`config.mk`:
```
export PLATFORM = sky130hd
export DESIGN_NAME = periodic_task_tick_scheduler
export DESIGN_NICKNAME = d
export VERILOG_FILES = /design/src/design/ptts_pkg.sv /design/src/design/periodic_task_tick_scheduler.sv
export SDC_FILE = /design/constraint.sdc
export NUM_CORES = 1
export LEC_CHECK = 0
export BUFFER_PORTS_ARGS = -buffer_cell sky130_fd_sc_hd__buf_2
export CAP_MARGIN = 25
export CORE_ASPECT_RATIO = 2
export CORE_MARGIN = 2
export CORE_UTILIZATION = 40
export CTS_CLUSTER_DIAMETER = 50
export CTS_CLUSTER_SIZE = 24
export DETAILED_ROUTE_END_ITERATION = 8
export SLEW_MARGIN = 10
export SYNTH_ARGS = -nofsm -noshare
export SYNTH_HDL_FRONTEND = slang
export SYNTH_SLANG_ARGS = --single-unit
```
`constraint.sdc`:
```
create_clock -name clk -period 8 [get_ports clk]
set_input_delay 2 -clock clk [delete_from_list [all_inputs] [get_ports clk]]
set_output_delay 2 -clock clk [all_outputs]
set_load 0.01 [all_outputs]
```
`src/design/ptts_pkg.sv`:
```
`timescale 1ns / 1ps
// ----------------------------------------------------------------------------
// ptts_pkg
// Shared widths, opcodes, status codes and sequencer states of the periodic
// task tick scheduler.
// ----------------------------------------------------------------------------
package ptts_pkg;

  localparam int NUM_TASKS   = 8;
  localparam int TIMER_WIDTH = 32;
  localparam int SLOT_W      = 3;
  localparam int LEN_W       = $clog2(NUM_TASKS + 1);
  localparam int OPC_W       = 3;
  localparam int STAT_W      = 2;

  typedef enum logic [OPC_W-1:0] {
    OP_TICK = 3'd0,
    OP_EXEC = 3'd1,
    OP_ADD  = 3'd2,
    OP_DEL  = 3'd3,
    OP_INIT = 3'd4,
    OP_GET  = 3'd5
  } opcode_t;

  typedef enum logic [STAT_W-1:0] {
    ST_OK      = 2'd0,
    ST_ALREADY = 2'd1,
    ST_NONE    = 2'd2
  } status_t;

  typedef enum logic [7:0] {
    S_IDLE     = 8'b0000_0001,
    S_TICK     = 8'b0000_0010,
    S_EXEC     = 8'b0000_0100,
    S_FIND_SRC = 8'b0000_1000,
    S_SHIFT    = 8'b0001_0000,
    S_FIND_DST = 8'b0010_0000,
    S_INIT     = 8'b0100_0000,
    S_REPLY    = 8'b1000_0000
  } state_t;

endpackage

```
`src/design/periodic_task_tick_scheduler.sv`:
```
`timescale 1ns / 1ps
// ----------------------------------------------------------------------------
// periodic_task_tick_scheduler
// Bank of reload timers kept in an ordered active list and stopped list,
// walked one list entry per cycle, save while a result stalls, by a small sequencer.
// ----------------------------------------------------------------------------
// One command is taken at a time; in_ready is high only while the sequencer
// is idle, and the result register lets the next command in while the last
// result waits. A tick walks the active list one entry a cycle through a
// single shared decrementer. An exec walks the active list and gives one
// result per ready task, holding while the output stalls, or one ST_NONE
// result when nothing is ready. Add and delete search the source list, close
// the gap and search the target list, one entry a cycle.
// ----------------------------------------------------------------------------
module periodic_task_tick_scheduler (
  input  logic                              clk,
  input  logic                              rst_n,
  input  logic                              in_valid,
  output logic                              in_ready,
  input  logic [ptts_pkg::OPC_W-1:0]        in_opcode,
  input  logic [ptts_pkg::SLOT_W-1:0]       in_task_slot,
  input  logic [ptts_pkg::TIMER_WIDTH-1:0]  in_period,
  input  logic [ptts_pkg::LEN_W-1:0]        in_position,
  output logic                              out_valid,
  input  logic                              out_ready,
  output logic [ptts_pkg::SLOT_W-1:0]       out_slot,
  output logic [ptts_pkg::STAT_W-1:0]       out_status,
  output logic                              out_last,
  output logic [ptts_pkg::LEN_W-1:0]        out_active_count,
  output logic [ptts_pkg::LEN_W-1:0]        out_stopped_count
);

  localparam int NT = ptts_pkg::NUM_TASKS;
  localparam int TW = ptts_pkg::TIMER_WIDTH;
  localparam int SW = ptts_pkg::SLOT_W;
  localparam int LW = ptts_pkg::LEN_W;

  ptts_pkg::state_t    state_r;
  ptts_pkg::opcode_t   op_r;
  ptts_pkg::status_t   st_r;
  logic [SW-1:0]       slot_r;
  logic [SW-1:0]       oslot_r;
  logic [LW-1:0]       pos_r;
  logic [TW-1:0]       per_r;
  logic [LW-1:0]       idx_r;

  logic [TW-1:0]       cd_r  [NT];
  logic [TW-1:0]       rl_r  [NT];
  logic [NT-1:0]       ready_r;
  logic [SW-1:0]       act_q_r [NT];
  logic [SW-1:0]       stp_q_r [NT];
  logic [LW-1:0]       act_len_r;
  logic [LW-1:0]       stp_len_r;

  logic                out_valid_r;
  logic [SW-1:0]       out_slot_r;
  ptts_pkg::status_t   out_status_r;
  logic                out_last_r;
  logic [LW-1:0]       out_act_r;
  logic [LW-1:0]       out_stp_r;

  logic                src_is_stp;
  logic [LW-1:0]       idx_p1;
  logic [LW-1:0]       pos_m1;
  logic [SW-1:0]       act_addr;
  logic [SW-1:0]       stp_addr;
  logic [SW-1:0]       act_rd;
  logic [SW-1:0]       stp_rd;
  logic [SW-1:0]       src_rd;
  logic [SW-1:0]       dst_rd;
  logic [LW-1:0]       src_len;
  logic [LW-1:0]       dst_len;
  logic [SW-1:0]       cd_addr;
  logic [TW-1:0]       cd_cur;
  logic [TW-1:0]       cd_dec;
  logic                ex_hit;
  logic [NT-1:0]       ex_rest;
  logic                can_load;
  logic                slot_oob;

  always_comb begin
    src_is_stp = (op_r == ptts_pkg::OP_ADD);
    idx_p1     = idx_r + LW'(1);
    pos_m1     = pos_r - LW'(1);
    act_addr   = idx_r[SW-1:0];
    stp_addr   = idx_r[SW-1:0];
    if (state_r == ptts_pkg::S_REPLY) begin
      act_addr = pos_m1[SW-1:0];
    end
    if (state_r == ptts_pkg::S_SHIFT) begin
      if (src_is_stp) begin
        stp_addr = idx_p1[SW-1:0];
      end else begin
        act_addr = idx_p1[SW-1:0];
      end
    end
    act_rd   = act_q_r[act_addr];
    stp_rd   = stp_q_r[stp_addr];
    src_rd   = src_is_stp ? stp_rd : act_rd;
    dst_rd   = src_is_stp ? act_rd : stp_rd;
    src_len  = src_is_stp ? stp_len_r : act_len_r;
    dst_len  = src_is_stp ? act_len_r : stp_len_r;
    cd_addr  = (state_r == ptts_pkg::S_TICK) ? act_rd : slot_r;
    cd_cur   = cd_r[cd_addr];
    cd_dec   = cd_cur - TW'(1);
    ex_hit   = ready_r[act_rd];
    ex_rest  = ready_r & ~(NT'(1) << act_rd);
    can_load = !out_valid_r || out_ready;
    slot_oob = LW'(in_task_slot) >= LW'(NT);
  end

  assign in_ready          = (state_r == ptts_pkg::S_IDLE);
  assign out_valid         = out_valid_r;
  assign out_slot          = out_slot_r;
  assign out_status        = out_status_r;
  assign out_last          = out_last_r;
  assign out_active_count  = out_act_r;
  assign out_stopped_count = out_stp_r;

  always_ff @(posedge clk) begin
    if (!rst_n) begin
      state_r     <= ptts_pkg::S_IDLE;
      out_valid_r <= 1'b0;
      act_len_r   <= '0;
      stp_len_r   <= '0;
      ready_r     <= '0;
      for (int i = 0; i < NT; i++) begin
        cd_r[i] <= '0;
        rl_r[i] <= '0;
      end
    end else begin
      if (out_valid_r && out_ready) begin
        out_valid_r <= 1'b0;
      end
      unique case (state_r)
        ptts_pkg::S_IDLE: begin
          if (in_valid) begin
            op_r    <= ptts_pkg::opcode_t'(in_opcode);
            slot_r  <= in_task_slot;
            pos_r   <= in_position;
            per_r   <= in_period;
            idx_r   <= '0;
            st_r    <= ptts_pkg::ST_OK;
            oslot_r <= '0;
            unique case (in_opcode)
              ptts_pkg::OP_TICK: begin
                state_r <= (act_len_r == '0) ? ptts_pkg::S_REPLY : ptts_pkg::S_TICK;
              end
              ptts_pkg::OP_EXEC: begin
                if (ready_r == '0) begin
                  st_r    <= ptts_pkg::ST_NONE;
                  state_r <= ptts_pkg::S_REPLY;
                end else begin
                  state_r <= ptts_pkg::S_EXEC;
                end
              end
              ptts_pkg::OP_ADD, ptts_pkg::OP_DEL: begin
                if (slot_oob) begin
                  st_r    <= ptts_pkg::ST_NONE;
                  state_r <= ptts_pkg::S_REPLY;
                end else begin
                  state_r <= ptts_pkg::S_FIND_SRC;
                end
              end
              ptts_pkg::OP_INIT: begin
                if (slot_oob) begin
                  st_r    <= ptts_pkg::ST_NONE;
                  state_r <= ptts_pkg::S_REPLY;
                end else begin
                  state_r <= ptts_pkg::S_INIT;
                end
              end
              default: begin
                state_r <= ptts_pkg::S_REPLY;
              end
            endcase
          end
        end
        ptts_pkg::S_TICK: begin
          if (cd_cur != '0) begin
            if (cd_dec == '0) begin
              ready_r[act_rd] <= 1'b1;
              cd_r[act_rd]    <= rl_r[act_rd];
            end else begin
              cd_r[act_rd]    <= cd_dec;
            end
          end
          idx_r <= idx_p1;
          if (idx_p1 == act_len_r) begin
            state_r <= ptts_pkg::S_REPLY;
          end
        end
        ptts_pkg::S_EXEC: begin
          if (ex_hit) begin
            if (can_load) begin
              ready_r[act_rd] <= 1'b0;
              out_valid_r     <= 1'b1;
              out_slot_r      <= act_rd;
              out_status_r    <= ptts_pkg::ST_OK;
              out_last_r      <= (ex_rest == '0);
              out_act_r       <= act_len_r;
              out_stp_r       <= stp_len_r;
              if (ex_rest == '0) begin
                state_r <= ptts_pkg::S_IDLE;
              end else begin
                idx_r <= idx_p1;
              end
            end
          end else begin
            idx_r <= idx_p1;
          end
        end
        ptts_pkg::S_FIND_SRC: begin
          if (idx_r == src_len) begin
            idx_r   <= '0;
            state_r <= ptts_pkg::S_FIND_DST;
          end else if (src_rd == slot_r) begin
            ready_r[slot_r] <= 1'b0;
            cd_r[slot_r]    <= rl_r[slot_r];
            state_r         <= ptts_pkg::S_SHIFT;
          end else begin
            idx_r <= idx_p1;
          end
        end
        ptts_pkg::S_SHIFT: begin
          if (idx_p1 < src_len) begin
            if (src_is_stp) begin
              stp_q_r[idx_r[SW-1:0]] <= stp_rd;
            end else begin
              act_q_r[idx_r[SW-1:0]] <= act_rd;
            end
            idx_r <= idx_p1;
          end else begin
            if (src_is_stp) begin
              stp_len_r <= stp_len_r - LW'(1);
            end else begin
              act_len_r <= act_len_r - LW'(1);
            end
            idx_r   <= '0;
            state_r <= ptts_pkg::S_FIND_DST;
          end
        end
        ptts_pkg::S_FIND_DST: begin
          if (idx_r == dst_len) begin
            if (dst_len < LW'(NT)) begin
              if (src_is_stp) begin
                act_q_r[dst_len[SW-1:0]] <= slot_r;
                act_len_r                <= act_len_r + LW'(1);
              end else begin
                stp_q_r[dst_len[SW-1:0]] <= slot_r;
                stp_len_r                <= stp_len_r + LW'(1);
              end
            end
            state_r <= ptts_pkg::S_REPLY;
          end else if (dst_rd == slot_r) begin
            st_r    <= ptts_pkg::ST_ALREADY;
            state_r <= ptts_pkg::S_REPLY;
          end else begin
            idx_r <= idx_p1;
          end
        end
        ptts_pkg::S_INIT: begin
          cd_r[slot_r]    <= per_r;
          rl_r[slot_r]    <= per_r;
          ready_r[slot_r] <= 1'b0;
          state_r         <= ptts_pkg::S_REPLY;
        end
        ptts_pkg::S_REPLY: begin
          if (can_load) begin
            out_valid_r  <= 1'b1;
            out_slot_r   <= oslot_r;
            out_status_r <= st_r;
            out_last_r   <= 1'b1;
            out_act_r    <= act_len_r;
            out_stp_r    <= stp_len_r;
            if (op_r == ptts_pkg::OP_GET) begin
              if (pos_r != '0 && pos_r <= act_len_r) begin
                out_slot_r <= act_rd;
              end else begin
                out_status_r <= ptts_pkg::ST_NONE;
              end
            end
            state_r <= ptts_pkg::S_IDLE;
          end
        end
        default: begin
          state_r <= ptts_pkg::S_IDLE;
        end
      endcase
    end
  end

endmodule

```
After elaboration in Yosys (flattened, before gate mapping)
Memory sizes are Yosys's and may differ from the RTL's. A register that Yosys moved wholly into a read port is not among the register bits.
Cells that the tools add are included.
{"block": "word_totals", "word_cells": 270, "out_inout_bits": 16, "mem_bits_rw": 560, "in_bits": 46, "memories": 4, "register_bits": 87}
{"block": "classes", "order_cmp": 7, "eq_ne": 44, "shift": 1, "add_sub_neg": 7, "reduce_logical": 33, "bitwise_logic": 9, "muxes": 149}
{"name": "cd_r", "words": 8, "word_bits": 32, "read_ports": 1, "rd_ports_with_merged_regs": 0, "wr": 8, "line_no": "periodic_task_tick_scheduler.sv:47", "source": "logic [TW-1:0] cd_r [NT];"}
{"name": "rl_r", "words": 8, "word_bits": 32, "read_ports": 2, "rd_ports_with_merged_regs": 1, "wr": 8, "line_no": "periodic_task_tick_scheduler.sv:48", "source": "logic [TW-1:0] rl_r [NT];"}
{"name": "act_q_r", "words": 8, "word_bits": 3, "read_ports": 1, "rd_ports_with_merged_regs": 0, "wr": 1, "line_no": "periodic_task_tick_scheduler.sv:50", "source": "logic [SW-1:0] act_q_r [NT];"}
{"name": "stp_q_r", "words": 8, "word_bits": 3, "read_ports": 1, "rd_ports_with_merged_regs": 0, "wr": 1, "line_no": "periodic_task_tick_scheduler.sv:51", "source": "logic [SW-1:0] stp_q_r [NT];"}
{"op": "32-bit two-way mux", "count": 5}
{"op": "8-bit two-way mux", "count": 19}
{"op": "4-bit two-way mux", "count": 25}
{"op": "32-bit OR reduction", "count": 3}
{"op": "8-bit one-hot mux with 4 select lines", "count": 2}
{"op": "8-bit one-hot mux with 8 select lines", "count": 1}
{"op": "3-bit two-way mux", "count": 21}
{"op": "1-bit two-way mux", "count": 53}
{"op": "2-bit != test, second input constant", "count": 17}
{"op": "32-bit logical NOT", "count": 1}
{"op": "4-bit one-hot mux with 2 select lines", "count": 4}
{"op": "32-bit nonzero test", "count": 1}
{"op": "32-bit by 1-bit subtractor with 32-bit output, second input constant", "count": 1}
{"op": "8-bit AND", "count": 3}
{"op": "8-bit inverter", "count": 3}
{"op": "4-bit one-hot mux with 6 select lines", "count": 1}
{"op": "2-bit two-way mux", "count": 10}
{"op": "8-bit logical NOT", "count": 2}
{"op": "3-bit != test, second input constant", "count": 5}
{"op": "4-bit by 1-bit adder with 4-bit output, second input constant", "count": 3}
{"op": "4-bit == test", "count": 3}
{"op": "6-bit AND reduction", "count": 2}
{"op": "5-bit AND reduction", "count": 2}
{"op": "3-bit by 2-bit == test with 1-bit output, second input constant", "count": 3}
{"op": "other kinds (41)", "count": 60}

Logic depth before layout (Yosys ltp)
Gate-level depths: netlist (run 1).
An unclocked memory read counts as a cell.
{"block": "depth", "word_depth": 18, "depth_mapped": 26, "mapped_depth_nobuf": 22}

Worst setup path after synthesis (run 1)
No wires, ideal clock.
{"block": "synth_timing", "path_kind": "reg2reg", "from": "register state_r[2]", "to": "memory cd_r[1][26] (netlist name), data pin", "slack_ns": 1.770, "path_buffers": 2, "path_stages_with_launch": 24, "required_ns": 7.820, "setup_time_ns": 0.180, "synth_period_minus_slack_ns": 6.230, "arrival_time_ns": 6.050, "path_cell_list": "dfxtp_1 > nor4_2 > nand4b_1 > nor2_1 > mux2_2 > nand4_1 > nand4_2 > a21o_1 > buf_2 > buf_1 > nand2_1 > a21oi_1 > nor4_1 > ha_1 > inv_1 > nor3_1 > nand3_1 > nor3_1 > nand4b_1 > o211a_1 > or3_1 > nor4_4 > o22ai_1 > a221oi_1"}
{"element": "from (decl)", "line_no": "periodic_task_tick_scheduler.sv:38", "source": "ptts_pkg::state_t state_r;"}
{"element": "from (signal assigned)", "line_no": "periodic_task_tick_scheduler.sv:122", "source": "state_r <= ptts_pkg::S_IDLE;"}
{"element": "from (signal assigned)", "line_no": "periodic_task_tick_scheduler.sv:147", "source": "state_r <= (act_len_r == '0) ? ptts_pkg::S_REPLY : ptts_pkg::S_TICK;"}
{"element": "from (signal assigned)", "line_no": "periodic_task_tick_scheduler.sv:152", "source": "state_r <= ptts_pkg::S_REPLY;"}
{"element": "to (decl)", "line_no": "periodic_task_tick_scheduler.sv:47"}

==> reports/results.ini, run 1 <==
[detailed_routing]
top_layer_used = met5
post_drt_via_cell_ratio = 6.12
vias = 25400
routedWlPerCell_um = 26.2
wl_um = 109000
post-route-drc-count = 0
wl_met1_um = 37600
postRouteAntennaNets = 0
dr_wl_met2_um = 58500
dr.pass1.iters = 5
drtIter0Drc = 2191
wl_met3_um = 6420

[synthesis]
yosys.area.top_type_share_pct = 55.2
yosysMostFrequentCell = edfxtp_1
synth.distinct_cells = 88
ys_warn_count = 0
synth_area_leaders = edfxtp_1 (55%), a21oi_1 (6.1%), nand2_1 (5.5%)
synth_edf_count = 622
synth-seq-cells = 650
syn-num-nets = 3135
postSynth.asyncResetShare_pct = 0
synth_area_um2 = 33800
synth_top_area_cell = edfxtp_1
synth-main-ff-cell = edfxtp_1
seq_area_frac_synth_pct = 56.8
synthTopCellsByCount = edfxtp_1 (622), nand2_1 (500), a21oi_1 (413)
syn_avg_cell_area_um2 = 11.0
synthCells = 3069

[worst_hold_path]
min_from = ready_r[2]
hold_path_class = register to register
min_to = ready_r[2]
whs_path_depth = 1

[cts]
cts-resized-gates = 0
cts.htree.levels = 2
cts_made_buffers = 40
cts_setup_buffers = 0
cts_buffer_depth = 3
tritoncts = yes
cts_sinks = 650
clock_latency_ns = 0.60
root_buffer = clkbuf_16
clkSlewWorstSetupHoldPaths_ns = 0.09
cts_hold_buf = 0

[placement]
placed_area_um2 = 35700
dp_hpwl_um = 69800
place_ws_ns = 0.528
gp_congestion = 0.945
io_buffers = 61

[power_and_ir_drop]
power_density_nw_per_um2 = 271
combPwrFrac_pct = 36.9
power_frac_seq_pct = 40.2
peakVddDrop_mv = 0.244
intPower_w = 0.00602
p_leak_nw = 13.0
p_switching_w = 0.00404
clockPowerShare_pct = 22.9
swShare_pct = 40.2

[setup_path]
max_stage_delay_ns = 0.61
rr_worst_depth = 20
path_cells = or4_4 > o41ai_2 > o2bb2ai_2 > nor2_2 > a2111oi_4 > a31oi_2 > and2_2 > a31oi_4 > buf_4 > buf_4 > o22ai_1 > nor2_1 > nand4_1 > or2_1 > or4_1 > a211oi_1 > nand4_1 > nor4_4 > o22ai_1 > a221oi_1
endpoint_kind = register
crit_path_start_kind = register
path_max_fanout = 14
worst_r2r_startpoint = state_r[2]
cp.arrival_ns = 8.09
rrSetupSlack_ns = 0.30
crit_type = register to register
cpMaxStageDelayCell = or4_4
r2r-end = cd_r[7][26]
cp.required_ns = 8.38

[die]
core_um2 = 83700
die_area_um2 = 87100
fp.dieW_um = 210
rows = 150
initial_core_util_pct = 40.4
die_h_um = 415
io_pins = 62

[layout]
syn_to_final_growth_pct = 9.51
fin_util_pct = 44.3
antenna_cells = 0
nFillCells = 7815
final_nets = 3131
drive_gt1_share_pct = 13.0
fin_area_um2 = 37100

[sta]
finalWorstSetupSlack_ns = 0.299
finClkSkew_ns = 0.0227
min_period_ns = 7.70
relSlewSlack_pct = 28.2
setup_viol = 0
tightest_slew_ns = 1.08
rsz0062_at_grt = no
fin_crit_sh_pct = 96.3
tns_ns = 0
fmax_ghz = 0.130
drv_slew = 0
hold_viol = 0

[flow_run]
cap_violations = 0

[global_routing]
grt_pass1_wl_um = 162000
overflow = 0
first_global_vias = 25900
grt_util_all_layers_pct = 24.8
grt_max_degree = 81
antenna_found_initial = 2

[outcome]
status = completed

[state kept, by name (all words and copies together) (netlist names), 4 cells and up, named ones only]
signal and flops:
cd_r 256, out_stopped_count 4, per_r 32, idx_r 4, state_r 8, stp_len_r 4, act_q_r 24, pos_r 4
rl_r 256, out_active_count 4, act_len_r 4, stp_q_r 24, ready_r 8
[per-stage QoR]
step	hold WS, ns	instances	power, W
finish	0.521	4155	0.0101
global route	0.545	4155	0.0105
CTS	0.522	4155	0.0101
detailed placement	0.506	4087	0.00779
global placement	0.496	4084	0.00771
floorplan	0.468	3069	0.00652
[cells by family after synthesis]
family	Yosys count	synth area share, %
flops	650	56.8
mux	167	7.41
simple gates	1253	18.3
compound gates	696	12.6
fa+ha+maj	20	0.784
xor+xnor	53	1.37
buf+inv	230	2.72
[worst max-delay path by stage]
| stage | endpoint | cells after the start | slack [ns] | start |
|---|---|---|---|---|
| 2_1_floorplan | cd_r[1][26] | 23 | 1.77 | state_r[2] |
| 3_3_place_gp | cd_r[2][1] | 20 | 0.65 | state_r[2] |
| 3_5_place_dp | cd_r[0][0] | 21 | 0.53 | state_r[2] |
| 4_1_cts | cd_r[0][0] | 21 | 0.50 | state_r[2] |
| 5_1_grt | cd_r[1][26] | 23 | 0.01 | op_r[0] |
| 6_report | cd_r[7][26] | 20 | 0.30 | state_r[2] |
[critical path, delay by kind of cell, from the launching register on]
kind / cells / cell delay [ns]
flip-flops: 1 / 0.38
buffers and inverters: 2 / 0.63
AO/OA/AOI/OAI: 9 / 2.86
AND/OR/NAND/NOR: 9 / 3.61
[metal layers]
layer / vias to the layer above / global-route usage, %
met2: 1165 / 46.6
met5: - / 0
met1: 12600 / 26.8
met4: 2 / 14.0
met3: 348 / 2.43
li1: 11300 / -
[power by group through the flow]
stage               sequential [W]  combinational (W)  clock [W]
global placement           0.00411            0.00360          0
finish                     0.00405            0.00371    0.00230
CTS                        0.00404            0.00367    0.00234
detailed placement         0.00412            0.00366          0
floorplan                  0.00406            0.00246          0
global route               0.00407            0.00397    0.00243
[layout by cell type (no fill, tap or decap), types with 34 or more instances in the layout]
cell and n:
a211oi_1 46, and3_1 40, and2_1 264, nand3_1 115, mux4_2 66, clkbuf_16 41
buf_2 62, nand2_1 497, a21oi_1 412, mux2i_1 92, a31oi_1 39, buf_4 90
a311oi_1 34, nor2_1 163, edfxtp_1 622
[final cells by class]
| class | instances | area (um^2) | area share, % |
|---|---|---|---|
| tap | 1064 | 1330 | 3.59 |
| clock buffer | 44 | 1040 | 2.80 |
| clock inverter | 24 | 285 | 0.770 |
| multi-input combinational | 2189 | 13900 | 37.5 |
| sequential | 650 | 19200 | 51.9 |
| timing repair buffer | 163 | 1200 | 3.24 |
| inverter | 21 | 78.8 | 0.213 |
No activity file was read; power rests on OpenSTA's default activity.
==> inputs of run 2 (changes only) <==
--- a/config.mk
+++ b/config.mk
@@ -5,7 +5,6 @@
 export SDC_FILE = /design/constraint.sdc
 export NUM_CORES = 1
 export LEC_CHECK = 0
-export BUFFER_PORTS_ARGS = -buffer_cell sky130_fd_sc_hd__buf_2
 export CAP_MARGIN = 25
 export CORE_ASPECT_RATIO = 2
 export CORE_MARGIN = 2
@@ -13,6 +12,7 @@
 export CTS_CLUSTER_DIAMETER = 50
 export CTS_CLUSTER_SIZE = 24
 export DETAILED_ROUTE_END_ITERATION = 8
+export DONT_BUFFER_PORTS = 1
 export SLEW_MARGIN = 10
 export SYNTH_ARGS = -nofsm -noshare
 export SYNTH_HDL_FRONTEND = slang
==> run 2 against run 1 <==
Power grew 0.89%. Global-route usage shrank 0.12 points. Hold slack lost 0.00076 ns. Die area is the same. Cell count shrank 1.3%. Wire length shrank 0.16%. Non-clock buffer count shrank 54. Critical path type unchanged. Highest routed layer unchanged.
==> reports/results.ini, run 2 (same netlist as run 1, synthesis figures left out) <==
[outcome]
status = completed

[die]
initial_core_util_pct = 40.4
io_pins = 62
die_area_um2 = 87100
core_um2 = 83700
rows = 150
fp.dieW_um = 210
die_h_um = 415

[placement]
place_inst = 4031
placed_area_um2 = 35400
io_buffers = 0
dp_hpwl_um = 69400
place_ws_ns = 0.205
gp_congestion = 0.895

[detailed_routing]
drtIter0Drc = 2645
vias = 25300
postRouteAntennaNets = 0
post-route-drc-count = 0
post_drt_via_cell_ratio = 6.16
dr.pass1.iters = 6
wl_um = 109000
routedWlPerCell_um = 26.5

[setup_path]
critPathMostFrequentCell = buf_4
crit_path_start_kind = register
cp.required_ns = 8.41
path_cells = or4_4 > nor4_2 > o21ba_2 > nor2_2 > mux2i_1 > a22oi_1 > nand2_1 > buf_4 > a31oi_4 > buf_4 > o22ai_1 > nor2_1 > nand4_1 > or2_1 > or4_1 > a211oi_1 > nand4_1 > nor4_4 > buf_4 > o22ai_1 > a221oi_1
path_max_fanout = 24
max_stage_delay_ns = 0.61
endpoint_kind = register
cpMaxStageDelayCell = or4_4
crit_type = register to register
cp.arrival_ns = 8.03

[layout]
mostFrequentLayoutCells = edfxtp_1 (622), nand2_1 (497), a21oi_1 (412), and2_1 (264), nor2_1 (163)
syn_to_final_growth_pct = 8.94
final_nets = 3077
largestRegisters = cd_r (256), rl_r (256), per_r (32)
layout_commonest_cell = edfxtp_1
drive_gt1_share_pct = 11.6
fin_area_um2 = 36900
fin_cells = 4103
antenna_cells = 0

[power_and_ir_drop]
p_leak_nw = 12.8
peakVddDrop_mv = 0.232
power_density_nw_per_um2 = 275

[global_routing]
first_global_vias = 25400
grt_pass1_wl_um = 161000
antenna_found_initial = 2
grt_util_all_layers_pct = 24.6
grt_max_degree = 77
overflow = 0

[cts]
clock_latency_ns = 0.63
clkSlewWorstSetupHoldPaths_ns = 0.10
cts.htree.levels = 2
cts_buffer_depth = 3
cts_made_buffers = 40
root_buffer = clkbuf_16
tritoncts = yes
cts_sinks = 650

[sta]
finClkSkew_ns = 0.0410
relSlewSlack_pct = 32.1
holdWs_ns = 0.520
hold_viol = 0
setup_viol = 0
rsz0062_at_grt = no
finalWorstSetupSlack_ns = 0.379
drv_slew = 0
min_period_ns = 7.62
fmax_ghz = 0.131
tightest_slew_ns = 1.01
tns_ns = 0
fin_crit_sh_pct = 95.3

[flow_run]
cap_violations = 0

[worst_hold_path]
hold_path_class = register to register

run 2: cell types whose count changed in the layout (fill, tap and decap cells not counted), sizes merged:
| cell | change |
|---|---|
| clkinv | -3 |
| bufinv | +3 |
| inv | +2 |
| buf | -54 |
run 2: through the flow:
| stage | utilization (%) | total power [W] |
|---|---|---|
| after floorplan | - | 0.00652 |
| after global placement | 42.3 | 0.00767 |
| after detailed placement | 42.3 | 0.00775 |
| after CTS | 44.0 | 0.0101 |
| after global routing | 44.0 | 0.0106 |
| final | 44.0 | 0.0101 |
run 2: layout make-up:
| type | count | area (um^2) |
|---|---|---|
| clock inverters | 26 | 370 |
| fillers | 7846 | 46800 |
| well taps | 1064 | 1330 |
| repair buffers | 109 | 915 |
| clock buffers | 44 | 1040 |
| inverters | 21 | 78.8 |
| multi-input cells | 2189 | 13900 |
| flip-flops and latches | 650 | 19200 |
run 2: worst max-delay path: cells and delay by family (launching register included):
kind / cells / cell delay, ns
and+or+nand+nor: 10 / 3.58
AOI/OAI and AO/OA: 7 / 2.28
buffers and inverters: 3 / 0.99
DFF: 1 / 0.38
muxes: 1 / 0.16
run 2: timing repair:
| action | CTS | global route |
|---|---|---|
| resized for setup | 0 | 2 |
| hold buffers | 0 | 0 |
| endpoints found under the hold margin | 0 | 0 |
| setup endpoints to repair | 0 | 191 |
| setup buffers | 0 | 1 |
run 2: metal layers:
metal	routed length [um]	GRT usage, %
met1	38500	27.4
met2	58700	46.3
met3	6280	2.71
met4	5440	11.9
met5	21	0
run 2: worst paths after layout:
path | slack (ns) | depth (start not counted) | endpoint | startpoint
worst max-delay path | 0.38 | 21 | cd_r[7][26] | state_r[2]
worst min-delay path | 0.52 | 1 | ready_r[2] | ready_r[2]
worst max register to register | 0.38 | 21 | cd_r[7][26] | state_r[2]
worst min register to register | 0.52 | 1 | ready_r[2] | ready_r[2]
run 2: report_power, final:
| part | switching, W | internal, W |
|---|---|---|
| logic | 0.00264 | 0.00104 |
| registers | 0.000131 | 0.00391 |
| clock network | 0.00128 | 0.00115 |
| total | 0.00404 | 0.00611 |
